--- config.mk ---
export PLATFORM = sky130hd
export DESIGN_NAME = sorted_deadline_timer_queue
export DESIGN_NICKNAME = d
export VERILOG_FILES = /design/src/design/sdtq_pkg.sv /design/src/design/sorted_deadline_timer_queue.sv /design/src/design/sdtq_ctrl.sv /design/src/design/sdtq_dpath.sv
export SDC_FILE = /design/constraint.sdc
export NUM_CORES = 2
export LEC_CHECK = 0
export ABC_AREA = 1
export BUFFER_PORTS_ARGS = -buffer_cell sky130_fd_sc_hd__buf_2
export CAP_MARGIN = 15
export CORE_MARGIN = 5
export CORE_UTILIZATION = 60
export CTS_BUF_LIST = sky130_fd_sc_hd__clkbuf_8
export DETAILED_ROUTE_END_ITERATION = 6
export GPL_TIMING_DRIVEN = 0
export HOLD_SLACK_MARGIN = 0.03
export MAX_ROUTING_LAYER = met4
export PLACE_DENSITY = 0.79
export REMOVE_ABC_BUFFERS = 1
export SYNTH_ARGS = -nofsm -noshare
export SYNTH_HDL_FRONTEND = slang
export SYNTH_SLANG_ARGS = --single-unit
export TNS_END_PERCENT = 1
--- constraint.sdc ---
create_clock -name clock -period 7.3 [get_ports clock]
set_clock_uncertainty 0.05 [all_clocks]
set_input_delay 0.73 -clock clock [delete_from_list [all_inputs] [get_ports clock]]
set_output_delay 0.73 -clock clock [all_outputs]
set_load 0.005 [all_outputs]
--- src/design/sdtq_pkg.sv ---
// shared constants, types and helpers for the sorted deadline timer queue
package sdtq_pkg;

   localparam int QUEUE_DEPTH = 16;
   localparam int TIME_WIDTH  = 32;
   localparam int CNT_W       = $clog2(QUEUE_DEPTH + 1);
   localparam int ID_W        = 8;
   localparam int PERIOD_W    = 16;
   localparam int STATUS_W    = 2;
   localparam int REQ_DATA_W  = 24;
   localparam int RSP_DATA_W  = 8;

   // operation codes carried on req_tuser
   localparam logic OP_TICK  = 1'b0;
   localparam logic OP_START = 1'b1;

   // result status codes carried on rsp_tuser
   localparam logic [STATUS_W-1:0] STATUS_EXPIRED  = 2'd0;
   localparam logic [STATUS_W-1:0] STATUS_STARTED  = 2'd1;
   localparam logic [STATUS_W-1:0] STATUS_REJECTED = 2'd2;

   // controller to datapath
   typedef struct packed {
      logic                capture;   // latch id and compute deadline of a start item
      logic                advance;   // one time tick
      logic                insert;    // sorted insert of the captured timer
      logic                pop;       // remove the head entry
      logic                load_out;  // load the result register
      logic [STATUS_W-1:0] status;
      logic                last;
   } cmd_type;

   // datapath to controller
   typedef struct packed {
      logic full;
      logic head_due;
      logic next_due;
      logic out_free;
   } sts_type;

   // true when time a is at or after time b, wrap-aware
   function automatic logic not_before(input logic [TIME_WIDTH-1:0] a,
                                       input logic [TIME_WIDTH-1:0] b);
      logic [TIME_WIDTH-1:0] diff;
      diff = a - b;
      return ~diff[TIME_WIDTH-1];
   endfunction

endpackage

--- src/design/sorted_deadline_timer_queue.sv ---
// top level of the sorted deadline timer queue
// start item: its deadline is captured as it is accepted, and its result is loaded once the result register is free
// tick item: the counter advances as the item is accepted, then one expired timer is popped
//   at a time until the head is not due, each pop waiting for a free result register
// one item is worked on at a time; each expiry is done by the single head pop
// a stalled result holds the controller; the next item is taken while a result waits
// synchronous active-high reset clears the tick counter, fill count, result valid and controller state
module sorted_deadline_timer_queue
   import sdtq_pkg::*;
(
   input  logic                  clock,
   input  logic                  reset,
   input  logic                  req_tvalid,
   output logic                  req_tready,
   input  logic [REQ_DATA_W-1:0] req_tdata,   // [7:0] timer_id, [23:8] period
   input  logic                  req_tuser,   // [0] operation
   output logic                  rsp_tvalid,
   input  logic                  rsp_tready,
   output logic [RSP_DATA_W-1:0] rsp_tdata,   // [7:0] result_id
   output logic [STATUS_W-1:0]   rsp_tuser,   // [1:0] status
   output logic                  rsp_tlast
);

   cmd_type cmd;
   sts_type sts;

   // controller
   sdtq_ctrl u_ctrl (
      .clock      (clock),
      .reset      (reset),
      .req_tvalid (req_tvalid),
      .req_tready (req_tready),
      .req_op     (req_tuser),
      .sts        (sts),
      .cmd        (cmd)
   );

   // datapath
   sdtq_dpath u_dpath (
      .clock      (clock),
      .reset      (reset),
      .cmd        (cmd),
      .req_tdata  (req_tdata),
      .sts        (sts),
      .rsp_tvalid (rsp_tvalid),
      .rsp_tready (rsp_tready),
      .rsp_tdata  (rsp_tdata),
      .rsp_tuser  (rsp_tuser),
      .rsp_tlast  (rsp_tlast)
   );

endmodule

--- src/design/sdtq_ctrl.sv ---
// controller state machine for the sorted deadline timer queue
module sdtq_ctrl
   import sdtq_pkg::*;
(
   input  logic    clock,
   input  logic    reset,
   input  logic    req_tvalid,
   output logic    req_tready,
   input  logic    req_op,
   input  sts_type sts,
   output cmd_type cmd
);

   typedef enum logic [2:0] {
      ST_IDLE  = 3'b001,
      ST_START = 3'b010,
      ST_SCAN  = 3'b100
   } state_type;

   state_type state_ff, state_in;

   // next state and commands
   always_comb begin
      state_in     = state_ff;
      cmd          = '0;
      cmd.status   = STATUS_EXPIRED;
      req_tready   = 1'b0;
      case (state_ff)
         ST_IDLE: begin
            req_tready = 1'b1;
            if (req_tvalid) begin
               if (req_op == OP_START) begin
                  cmd.capture = 1'b1;
                  state_in    = ST_START;
               end else begin
                  cmd.advance = 1'b1;
                  state_in    = ST_SCAN;
               end
            end
         end
         ST_START: begin
            if (sts.out_free) begin
               cmd.load_out = 1'b1;
               cmd.last     = 1'b1;
               cmd.insert   = ~sts.full;
               cmd.status   = sts.full ? STATUS_REJECTED : STATUS_STARTED;
               state_in     = ST_IDLE;
            end
         end
         ST_SCAN: begin
            if (!sts.head_due) begin
               state_in = ST_IDLE;
            end else if (sts.out_free) begin
               cmd.pop      = 1'b1;
               cmd.load_out = 1'b1;
               cmd.status   = STATUS_EXPIRED;
               cmd.last     = ~sts.next_due;
            end
         end
         default: begin
            state_in = ST_IDLE;
         end
      endcase
   end

   // state register
   always_ff @(posedge clock) begin
      if (reset) begin
         state_ff <= ST_IDLE;
      end else begin
         state_ff <= state_in;
      end
   end

endmodule

--- src/design/sdtq_dpath.sv ---
// datapath: tick counter, sorted timer array and result register
module sdtq_dpath
   import sdtq_pkg::*;
(
   input  logic                  clock,
   input  logic                  reset,
   input  cmd_type               cmd,
   input  logic [REQ_DATA_W-1:0] req_tdata,
   output sts_type               sts,
   output logic                  rsp_tvalid,
   input  logic                  rsp_tready,
   output logic [RSP_DATA_W-1:0] rsp_tdata,
   output logic [STATUS_W-1:0]   rsp_tuser,
   output logic                  rsp_tlast
);

   logic [TIME_WIDTH-1:0] now_ff, now_in;
   logic [TIME_WIDTH-1:0] new_dl_ff, new_dl_in;
   logic [ID_W-1:0]       new_id_ff;
   logic [CNT_W-1:0]      count_ff, count_in;
   logic [TIME_WIDTH-1:0] entry_deadline_ff [QUEUE_DEPTH];
   logic [TIME_WIDTH-1:0] entry_deadline_in [QUEUE_DEPTH];
   logic [ID_W-1:0]       entry_id_ff [QUEUE_DEPTH];
   logic [ID_W-1:0]       entry_id_in [QUEUE_DEPTH];
   logic [QUEUE_DEPTH-1:0] before_new;
   logic [CNT_W-1:0]      ins_pos;
   logic                  rsp_valid_ff, rsp_valid_in;
   logic [STATUS_W-1:0]   rsp_status_ff;
   logic [ID_W-1:0]       rsp_id_ff;
   logic                  rsp_last_ff;
   logic [ID_W-1:0]       period_id;
   logic [PERIOD_W-1:0]   period;

   assign period_id = req_tdata[ID_W-1:0];
   assign period    = req_tdata[ID_W+PERIOD_W-1:ID_W];

   // tick counter and captured start item
   assign now_in    = cmd.advance ? now_ff + TIME_WIDTH'(1) : now_ff;
   assign new_dl_in = now_ff + TIME_WIDTH'(period);

   // status toward the controller
   assign sts.full     = (count_ff == CNT_W'(QUEUE_DEPTH));
   assign sts.head_due = (count_ff != '0) && not_before(now_ff, entry_deadline_ff[0]);
   assign sts.next_due = (count_ff > CNT_W'(1)) && not_before(now_ff, entry_deadline_ff[1]);
   assign sts.out_free = ~rsp_valid_ff | rsp_tready;

   // entries that stay ahead of the new timer (equal deadlines stay ahead)
   always_comb begin
      for (int i = 0; i < QUEUE_DEPTH; i++) begin
         before_new[i] = (CNT_W'(i) < count_ff) &&
                         not_before(new_dl_ff, entry_deadline_ff[i]);
      end
   end

   // first slot not ahead of the new timer
   always_comb begin
      ins_pos = count_ff;
      for (int i = QUEUE_DEPTH - 1; i >= 0; i--) begin
         if (!before_new[i]) begin
            ins_pos = CNT_W'(i);
         end
      end
   end

   // next contents of the sorted array: shift up on insert, down on pop
   always_comb begin
      for (int i = 0; i < QUEUE_DEPTH; i++) begin
         entry_deadline_in[i] = entry_deadline_ff[i];
         entry_id_in[i]       = entry_id_ff[i];
         if (cmd.insert) begin
            if (CNT_W'(i) == ins_pos) begin
               entry_deadline_in[i] = new_dl_ff;
               entry_id_in[i]       = new_id_ff;
            end else if (CNT_W'(i) > ins_pos && i != 0) begin
               entry_deadline_in[i] = entry_deadline_ff[i-1];
               entry_id_in[i]       = entry_id_ff[i-1];
            end
         end else if (cmd.pop && i != QUEUE_DEPTH - 1) begin
            entry_deadline_in[i] = entry_deadline_ff[i+1];
            entry_id_in[i]       = entry_id_ff[i+1];
         end
      end
   end

   // fill count
   always_comb begin
      count_in = count_ff;
      if (cmd.insert) begin
         count_in = count_ff + CNT_W'(1);
      end else if (cmd.pop) begin
         count_in = count_ff - CNT_W'(1);
      end
   end

   // result register valid
   always_comb begin
      rsp_valid_in = rsp_valid_ff;
      if (cmd.load_out) begin
         rsp_valid_in = 1'b1;
      end else if (rsp_tready) begin
         rsp_valid_in = 1'b0;
      end
   end

   // control registers
   always_ff @(posedge clock) begin
      if (reset) begin
         now_ff       <= '0;
         count_ff     <= '0;
         rsp_valid_ff <= 1'b0;
      end else begin
         now_ff       <= now_in;
         count_ff     <= count_in;
         rsp_valid_ff <= rsp_valid_in;
      end
   end

   // payload registers
   always_ff @(posedge clock) begin
      if (cmd.capture) begin
         new_dl_ff <= new_dl_in;
         new_id_ff <= period_id;
      end
      entry_deadline_ff <= entry_deadline_in;
      entry_id_ff       <= entry_id_in;
      if (cmd.load_out) begin
         rsp_status_ff <= cmd.status;
         rsp_id_ff     <= (cmd.status == STATUS_EXPIRED) ? entry_id_ff[0] : new_id_ff;
         rsp_last_ff   <= cmd.last;
      end
   end

   assign rsp_tvalid = rsp_valid_ff;
   assign rsp_tdata  = rsp_id_ff;
   assign rsp_tuser  = rsp_status_ff;
   assign rsp_tlast  = rsp_last_ff;

   // checks
   a_count_range: assert property (@(posedge clock) disable iff (reset)
      count_ff <= CNT_W'(QUEUE_DEPTH))
      else $error("fill count beyond queue depth");

   a_insert_not_full: assert property (@(posedge clock) disable iff (reset)
      cmd.insert |-> !sts.full)
      else $error("insert into a full queue");

   a_pop_due: assert property (@(posedge clock) disable iff (reset)
      cmd.pop |-> sts.head_due)
      else $error("pop of an entry that is not due");

   a_no_overwrite: assert property (@(posedge clock) disable iff (reset)
      cmd.load_out |-> sts.out_free)
      else $error("result register overwritten while held");

   a_pop_count: assert property (@(posedge clock) disable iff (reset)
      cmd.pop |=> count_ff == $past(count_ff - CNT_W'(1)))
      else $error("fill count not decremented on pop");

endmodule
* After elaboration in Yosys (flattened, before gate mapping) *
Cells that the tools add are included.

cells by class
  equal/unequal tests = 37
  bitwise gates (word level) = 22
  muxes and demuxes = 161
  magnitude comparators = 32
  add/subtract/negate cells = 22
  reductions and logical operators = 41

operator list
  cell                                                                         count
  32-bit two-way mux                                                           61
  32-bit subtractor                                                            18
  8-bit two-way mux                                                            62
  5-bit two-way mux                                                            20
  3-bit by 1-bit != test with 1-bit output, second input constant              14
  4-bit by 5-bit equality test with 1-bit output, first input constant         8
  4-bit by 5-bit > comparator with 1-bit output, first input constant          8
  4-bit by 5-bit less-than comparator with 1-bit output, first input constant  8
  32-bit by 1-bit adder with 32-bit output, second input constant              1
  32-bit by 16-bit adder with 32-bit output                                    1
  2-bit AND reduction                                                          16
  1-bit NOT                                                                    21
  3-bit by 5-bit equality test with 1-bit output, first input constant         4
  3-bit by 5-bit > comparator with 1-bit output, first input constant          4
  3-bit by 5-bit less-than comparator with 1-bit output, first input constant  4
  1-bit logical AND                                                            18
  3-bit two-way mux                                                            4
  2-bit by 5-bit equality test with 1-bit output, first input constant         2
  2-bit by 5-bit > comparator with 1-bit output, first input constant          2
  1-bit by 5-bit less-than comparator with 1-bit output, first input constant  2
  2-bit by 5-bit less-than comparator with 1-bit output, first input constant  2
  3-bit one-hot mux with 3 select lines                                        1
  1-bit two-way mux                                                            8
  4-bit one-hot mux with 2 select lines                                        1
  other kinds (19)                                                             25

storage, ports and cells
  input port bits = 29
  flip-flop bits (word level) = 732
  output and inout bits = 13
  word-level logic and storage cells = 356

* Longest topological paths before layout *
  depth after elaboration = 23
  gate-level depth with buffers = 37
  depth with buffers taken out = 35

* Hierarchy *
Synthesis repeated with hierarchy kept, for this count alone.

second synthesis, totals
  cells, all modules = 6620
  area total of the unflattened synthesis = 52369.0 um^2

modules (own cells, without submodules)
  module      times used  cells an instance  seq. area each (um^2)  area an instance (um^2)
  sdtq_dpath  1           6583               21510.6                52151.3
  sdtq_ctrl   1           37                 60.1                   217.7

* Worst setup path after synthesis *
No wires, ideal clock.

  path type = register to register
  start = reg u_dpath.new_dl_ff[18]
  end = reg u_dpath.entry_deadline_ff[160] in the netlist's numbering (enable)
  buffers on the path = 0
  slack = -0.183 ns
  data required time = 6.804 ns
  stages on the path, launching flop included = 22
  library setup time = 0.446 ns
  data arrival time = 6.987 ns
  path through = edfxtp_1 ha_1 nand2_1 o21ai_0 nand3_1 nand2_1 nand2_1 a21oi_1 nor2_1 nand2_1 or2_2 nand3_1 nor2_1 inv_1 nor3_1 nand2_1 nand3_1 inv_2 nor2_2 nand2_1 o21ai_0 o21bai_1

on the way
  word-level cells in the longest chain between the ends = 22
  elaborated cells between the ends (all ways) = 68

ends and longest elaborated chain
  what                                                                                                             line                                RTL
  start, declared                                                                                                  sdtq_dpath.sv:18                    logic [TIME_WIDTH-1:0] new_dl_ff, new_dl_in;
  start signal, assigned                                                                                           sdtq_dpath.sv:121                   new_dl_ff <= new_dl_in;
  32-bit subtractor                                                                                                sdtq_pkg.sv:45                      diff = a - b;
  1-bit NOT                                                                                                        sdtq_pkg.sv:46                      return ~diff[TIME_WIDTH-1];
  1-bit logical AND                                                                                                sdtq_dpath.sv:50                    before_new[i] = (CNT_W'(i) < count_ff) &&
  5-bit two-way mux (15 in a row)                                                                                  sdtq_dpath.sv:59                    if (!before_new[i]) begin
  5-bit two-way mux (*)                                                                                            sdtq_dpath.sv:59
  4-bit by 5-bit > comparator with 1-bit output or 4-bit by 5-bit equality test with 1-bit output (tied branches)  sdtq_dpath.sv:74, sdtq_dpath.sv:71
  3-bit by 1-bit != test with 1-bit output (no source line) (*)                                                    --
  2-bit AND reduction (no source line) (*)                                                                         --
  end signal, assigned                                                                                             sdtq_dpath.sv:124                   entry_deadline_ff <= entry_deadline_in;
  end, declared                                                                                                    sdtq_dpath.sv:21                    logic [TIME_WIDTH-1:0] entry_deadline_ff [QUEUE_DEPTH];

Mark *: on every way between the ends. The rest lies on a longest branch, timed or not.
A chain may end at the register's enable or synchronous reset.

* Worst setup path after layout *
  start = reg u_dpath.count_ff[0]
  end = reg u_dpath.entry_id_ff[41] in the netlist's numbering (enable)

on the way
  word-level cells in the longest chain between the ends = 21
  elaborated cells between the ends (all ways) = 61

ends and longest elaborated chain
  what                                                                                                             line                                RTL
  start, declared                                                                                                  sdtq_dpath.sv:20                    logic [CNT_W-1:0] count_ff, count_in;
  start signal, assigned                                                                                           sdtq_dpath.sv:113                   count_ff <= count_in;
  4-bit by 5-bit less-than comparator with 1-bit output                                                            sdtq_dpath.sv:50
  1-bit logical AND                                                                                                sdtq_dpath.sv:50
  5-bit two-way mux (16 in a row)                                                                                  sdtq_dpath.sv:59
  4-bit by 5-bit > comparator with 1-bit output or 4-bit by 5-bit equality test with 1-bit output (tied branches)  sdtq_dpath.sv:74, sdtq_dpath.sv:71
  3-bit by 1-bit != test with 1-bit output (no source line)                                                        --
  2-bit AND reduction (no source line) (*)                                                                         --
  end signal, assigned                                                                                             sdtq_dpath.sv:125                   entry_id_ff <= entry_id_in;
  end, declared                                                                                                    sdtq_dpath.sv:23                    logic [ID_W-1:0] entry_id_ff [QUEUE_DEPTH];

Marked as above.

==> results by group <==
Critical path
  • CP Capture Type: register
  • R2r startpoint: u_dpath.count_ff[0]
  • Critical path type: reg -> reg
  • Crit path required time: 7.75 ns
  • R2R cell count: 22
  • Crit path launch type: register
  • Most common cell type on the critical path: buf_12
  • RR Endpoint: u_dpath.entry_id_ff[41]
  • Reg2reg setup slack: 0.10 ns
  • Max stage delay cell, worst path: o21ai_4
  • CP max FO: 116
  • Critical Path Max Stage Delay: 0.72 ns
  • Worst-path cell chain: inv_1 -> ha_1 -> inv_1 -> nor2_1 -> inv_1 -> nor2_1 -> inv_1 -> nor2_1 -> nor2_4 -> buf_12 -> buf_12 -> buf_12 -> buf_12 -> buf_12 -> clkinv_8 -> buf_16 -> buf_16 -> nand2_1 -> inv_1 -> o21ai_4 -> o21bai_4 -> buf_12
  • Critical Path AT: 7.65 ns

Synthesis
  • Post-synth ARST share: 0%
  • Ys Warns: 0
  • Synth unique cells: 46
  • Mapped Cells: 6840
  • Synth Flop Type: edfxtp_1
  • Post-synth EDFFs: 691
  • Flops & latches, synth: 732
  • Register area share after synthesis: 40.9%
  • Mapped Area: 52800 µm²
  • Avg Cell Area, Syn: 7.72 µm²

Global routing
  • GRT Util Overall: 30.8%
  • Initial antenna violation count: 3
  • Vias in the first global route: 45300
  • GRT Residual Overflow: 0
  • First-pass GRT wire length: 233 mm
  • Largest net degree at the start of global routing: 118

Hold path
  • Hold path start: req_tdata[8]
  • WHS Endpoint: u_dpath.new_dl_ff[0]
  • Hold Crit Class: in -> reg
  • Hold depth: 2

Floorplan
  • Die Y: 307 µm
  • Core area: 87000 µm²
  • Die X-Extent: 307 µm
  • Row count: 108
  • Die ar.: 94000 µm²
  • IO Pins: 42
  • Initial Utilization: 60.7%

Clocking
  • CTS tree: built
  • Clock transition at path regs: 0.06 ns
  • Clock Latency Late Sink: 0.82 ns
  • Root Buffer: clkbuf_8
  • CTS max path bufs: 3
  • Number of buffers created by CTS: 136
  • CTS Sinks: 732
  • H-Tree Depth: 4

Finish
  • Final instance area: 57300 µm²
  • Filler cell count: 7105
  • Register area: 21600 µm²
  • Fin nets: 7342
  • Area Overhead vs Synth: 8.50%
  • Layout cells sized above 1: 4.99%
  • Multi-input logic area: 26600 µm²
  • Finished Layout Cells: 8013

Power
  • P per Cell Area: 161 nW/µm²
  • Peak VDD IR: 0.151 mV
  • Pleak: 27.3 nW
  • Power Total: 9.20 mW

Timing
  • Final max-slew violation count: 0
  • Final min period: 7.20 ns
  • Tcrit/Tclk final: 98.6%
  • Fmax: 0.139 GHz
  • Final Hold Viols: 0
  • Final setup violation count: 0
  • Slew HR: 17.9%
  • Slew @ Worst Pin: 1.23 ns
  • RSZ-0062 raised after global routing: true
  • Setup WS post-layout: 0.101 ns

Placed design
  • Port Buf Inserts: 41
  • Pre-CTS WS: -0.850 ns
  • Final GP Congestion: 0.936
  • Cell count after placement: 7749
  • Hpwl dp: 105 mm
  • Placement Cell Area: 54600 µm²

Run status
  • Status: finished, violations left
  • Failing checks: design-rule violations

Route
  • Vias: 47100
  • DR pass1 iterations: 7
  • WL met2: 65.5 mm
  • Drc violations: 13
  • M1 WL: 62.2 mm
  • Uppermost routed layer: met4
  • Via/cell ratio: 5.88
  • Total Wirelength: 146 mm
  • Starting DRT DRC Count: 5418
  • Metal3 WL: 14.0 mm
  • DR WL/cell: 18.2 µm
  • DRT antenna net count: 0

Flow run
  • Max-cap viol count: 0
==> what timing repair did <==
| item | 4_1_cts | 5_1_grt |
|---|---|---|
| gates cloned | 2 | 0 |
| gates resized for setup | 3 | 3 |
| buffers inserted | 4 | 5 |
| hold buffers | 8 | 0 |
| pin swaps | 2 | 2 |
| setup endpoints to repair | 402 | 171 |
| endpoints found under the hold margin | 8 | 0 |
==> stage by stage <==
stage / hold slack, ns / utilization, % / setup TNS [ns]
after floorplan: 0.445 / - / -
after global placement: 0.447 / 60.8 / -
after detailed placement: 0.452 / 62.8 / -177.57
after CTS: 0.168 / 65.7 / 0
after global routing: 0.188 / 65.8 / -2.60
final: 0.196 / 65.8 / 0
==> how the worst max path moves through the flow <==
stage / from / endpoint / slack (ns) / cells past startpoint
finish: u_dpath.count_ff[0] / u_dpath.entry_id_ff[41] / 0.10 / 22
floorplan: rsp_tready / u_dpath.entry_deadline_ff[160] / -42.95 / 9
global placement: rsp_tready / u_dpath.entry_id_ff[41] / -80.35 / 10
global route: u_dpath.count_ff[0] / u_dpath.entry_id_ff[40] / -0.10 / 22
detailed placement: rsp_tready / u_dpath.entry_id_ff[42] / -0.85 / 18
CTS: u_dpath.new_dl_ff[2] / u_dpath.entry_id_ff[63] / 0.13 / 29
==> routing by layer <==
layer,vias to the layer above,track usage (%)
li1,22800,-
met1,21700,41.3
met2,2298,47.9
met3,292,6.09
met4,0,9.61
met5,-,-
==> flip-flops by register name, summed over array words and instances (netlist names) <==
name,flops
u_dpath.rsp_tuser,2
u_dpath.rsp_tlast,1
u_dpath.rsp_tvalid,1
u_dpath.new_dl_ff,32
u_dpath.entry_id_ff,128
u_dpath.count_ff,5
u_dpath.new_id_ff,8
u_dpath.rsp_tdata,8
u_dpath.now_ff,32
u_ctrl.state_ff,3
u_dpath.entry_deadline_ff,512
==> area by class of cell <==
cell class | count | area share [%]
Antenna cell | 4 | 0.0175
Timing Repair Buffer | 133 | 3.23
Clock buffer | 143 | 3.44
Tap cell | 1155 | 2.52
Multi-Input combinational cell | 4857 | 46.5
Inverter | 892 | 5.87
Clock inverter | 97 | 0.752
Sequential cell | 732 | 37.7
==> worst max-delay path, delay by kind of cell, from the launching register on <==
kind | cells | cell delay [ns]
compound gates | 2 | 1.12
simple gates | 5 | 1.06
buf+inv | 14 | 3.60
flops | 1 | 0.53
fa+ha+maj | 1 | 0.27
==> layout by cell type, fill, tap and decap left out, drive strengths merged <==
master / instances
inv: 955
bufinv: 1
o2111ai: 4
diode: 4
o211ai: 57
or2: 5
a211oi: 6
o21a: 16
a21oi: 376
xor2: 41
o21ai: 346
nand4: 180
nor4: 18
nor3: 47
a21o: 3
o31ai: 9
nand3: 770
o21bai: 3
and3: 2
fa: 1
clkinv: 29
edfxtp: 691
dlygate4sd3: 8
o221ai: 8
ha: 560
clkinvlp: 4
nor3b: 3
nand2: 2213
dfxtp: 41
or4: 1
clkbuf: 143
a31oi: 6
a2111oi: 2
nand3b: 4
buf: 125
nor2: 165
a221oi: 2
xnor2: 9
==> where the power goes <==
part / total [mW] / switching [mW] / internal, mW
clock network: 3.65 / 1.82 / 1.84
registers: 4.75 / 0.108 / 4.64
logic: 0.801 / 0.534 / 0.267
==> cells in the mapped netlist, types with 84 or more instances <==
cell         n  share of area, %
nand3_1    769               7.3
o21ai_1     84              0.80
a21oi_1    375               3.6
ha_1       560                13
clkbuf_1   223               1.6
edfxtp_1   691                39
nand2_1   2211                16
o21ai_0    262               2.5
buf_2       99              0.94
inv_1      883               6.3
nor2_1     154               1.1
nand4_1    180               2.1
==> cells by family (layout without fill, tap and decap cells) <==
family / after synthesis / in the layout / synth area share [%]
flip-flops: 732 / 732 / 40.9
adder cells (fa/ha/maj): 561 / 561 / 13.3
other: 0 / 4 / 0
XOR/XNOR: 50 / 50 / 0.830
buffers and inverters: 1253 / 1265 / 9.17
AND/OR/NAND/NOR: 3406 / 3408 / 27.3
AO/OA/AOI/OAI: 838 / 838 / 8.54
Note: power is estimated with default switching activity, not from simulation.
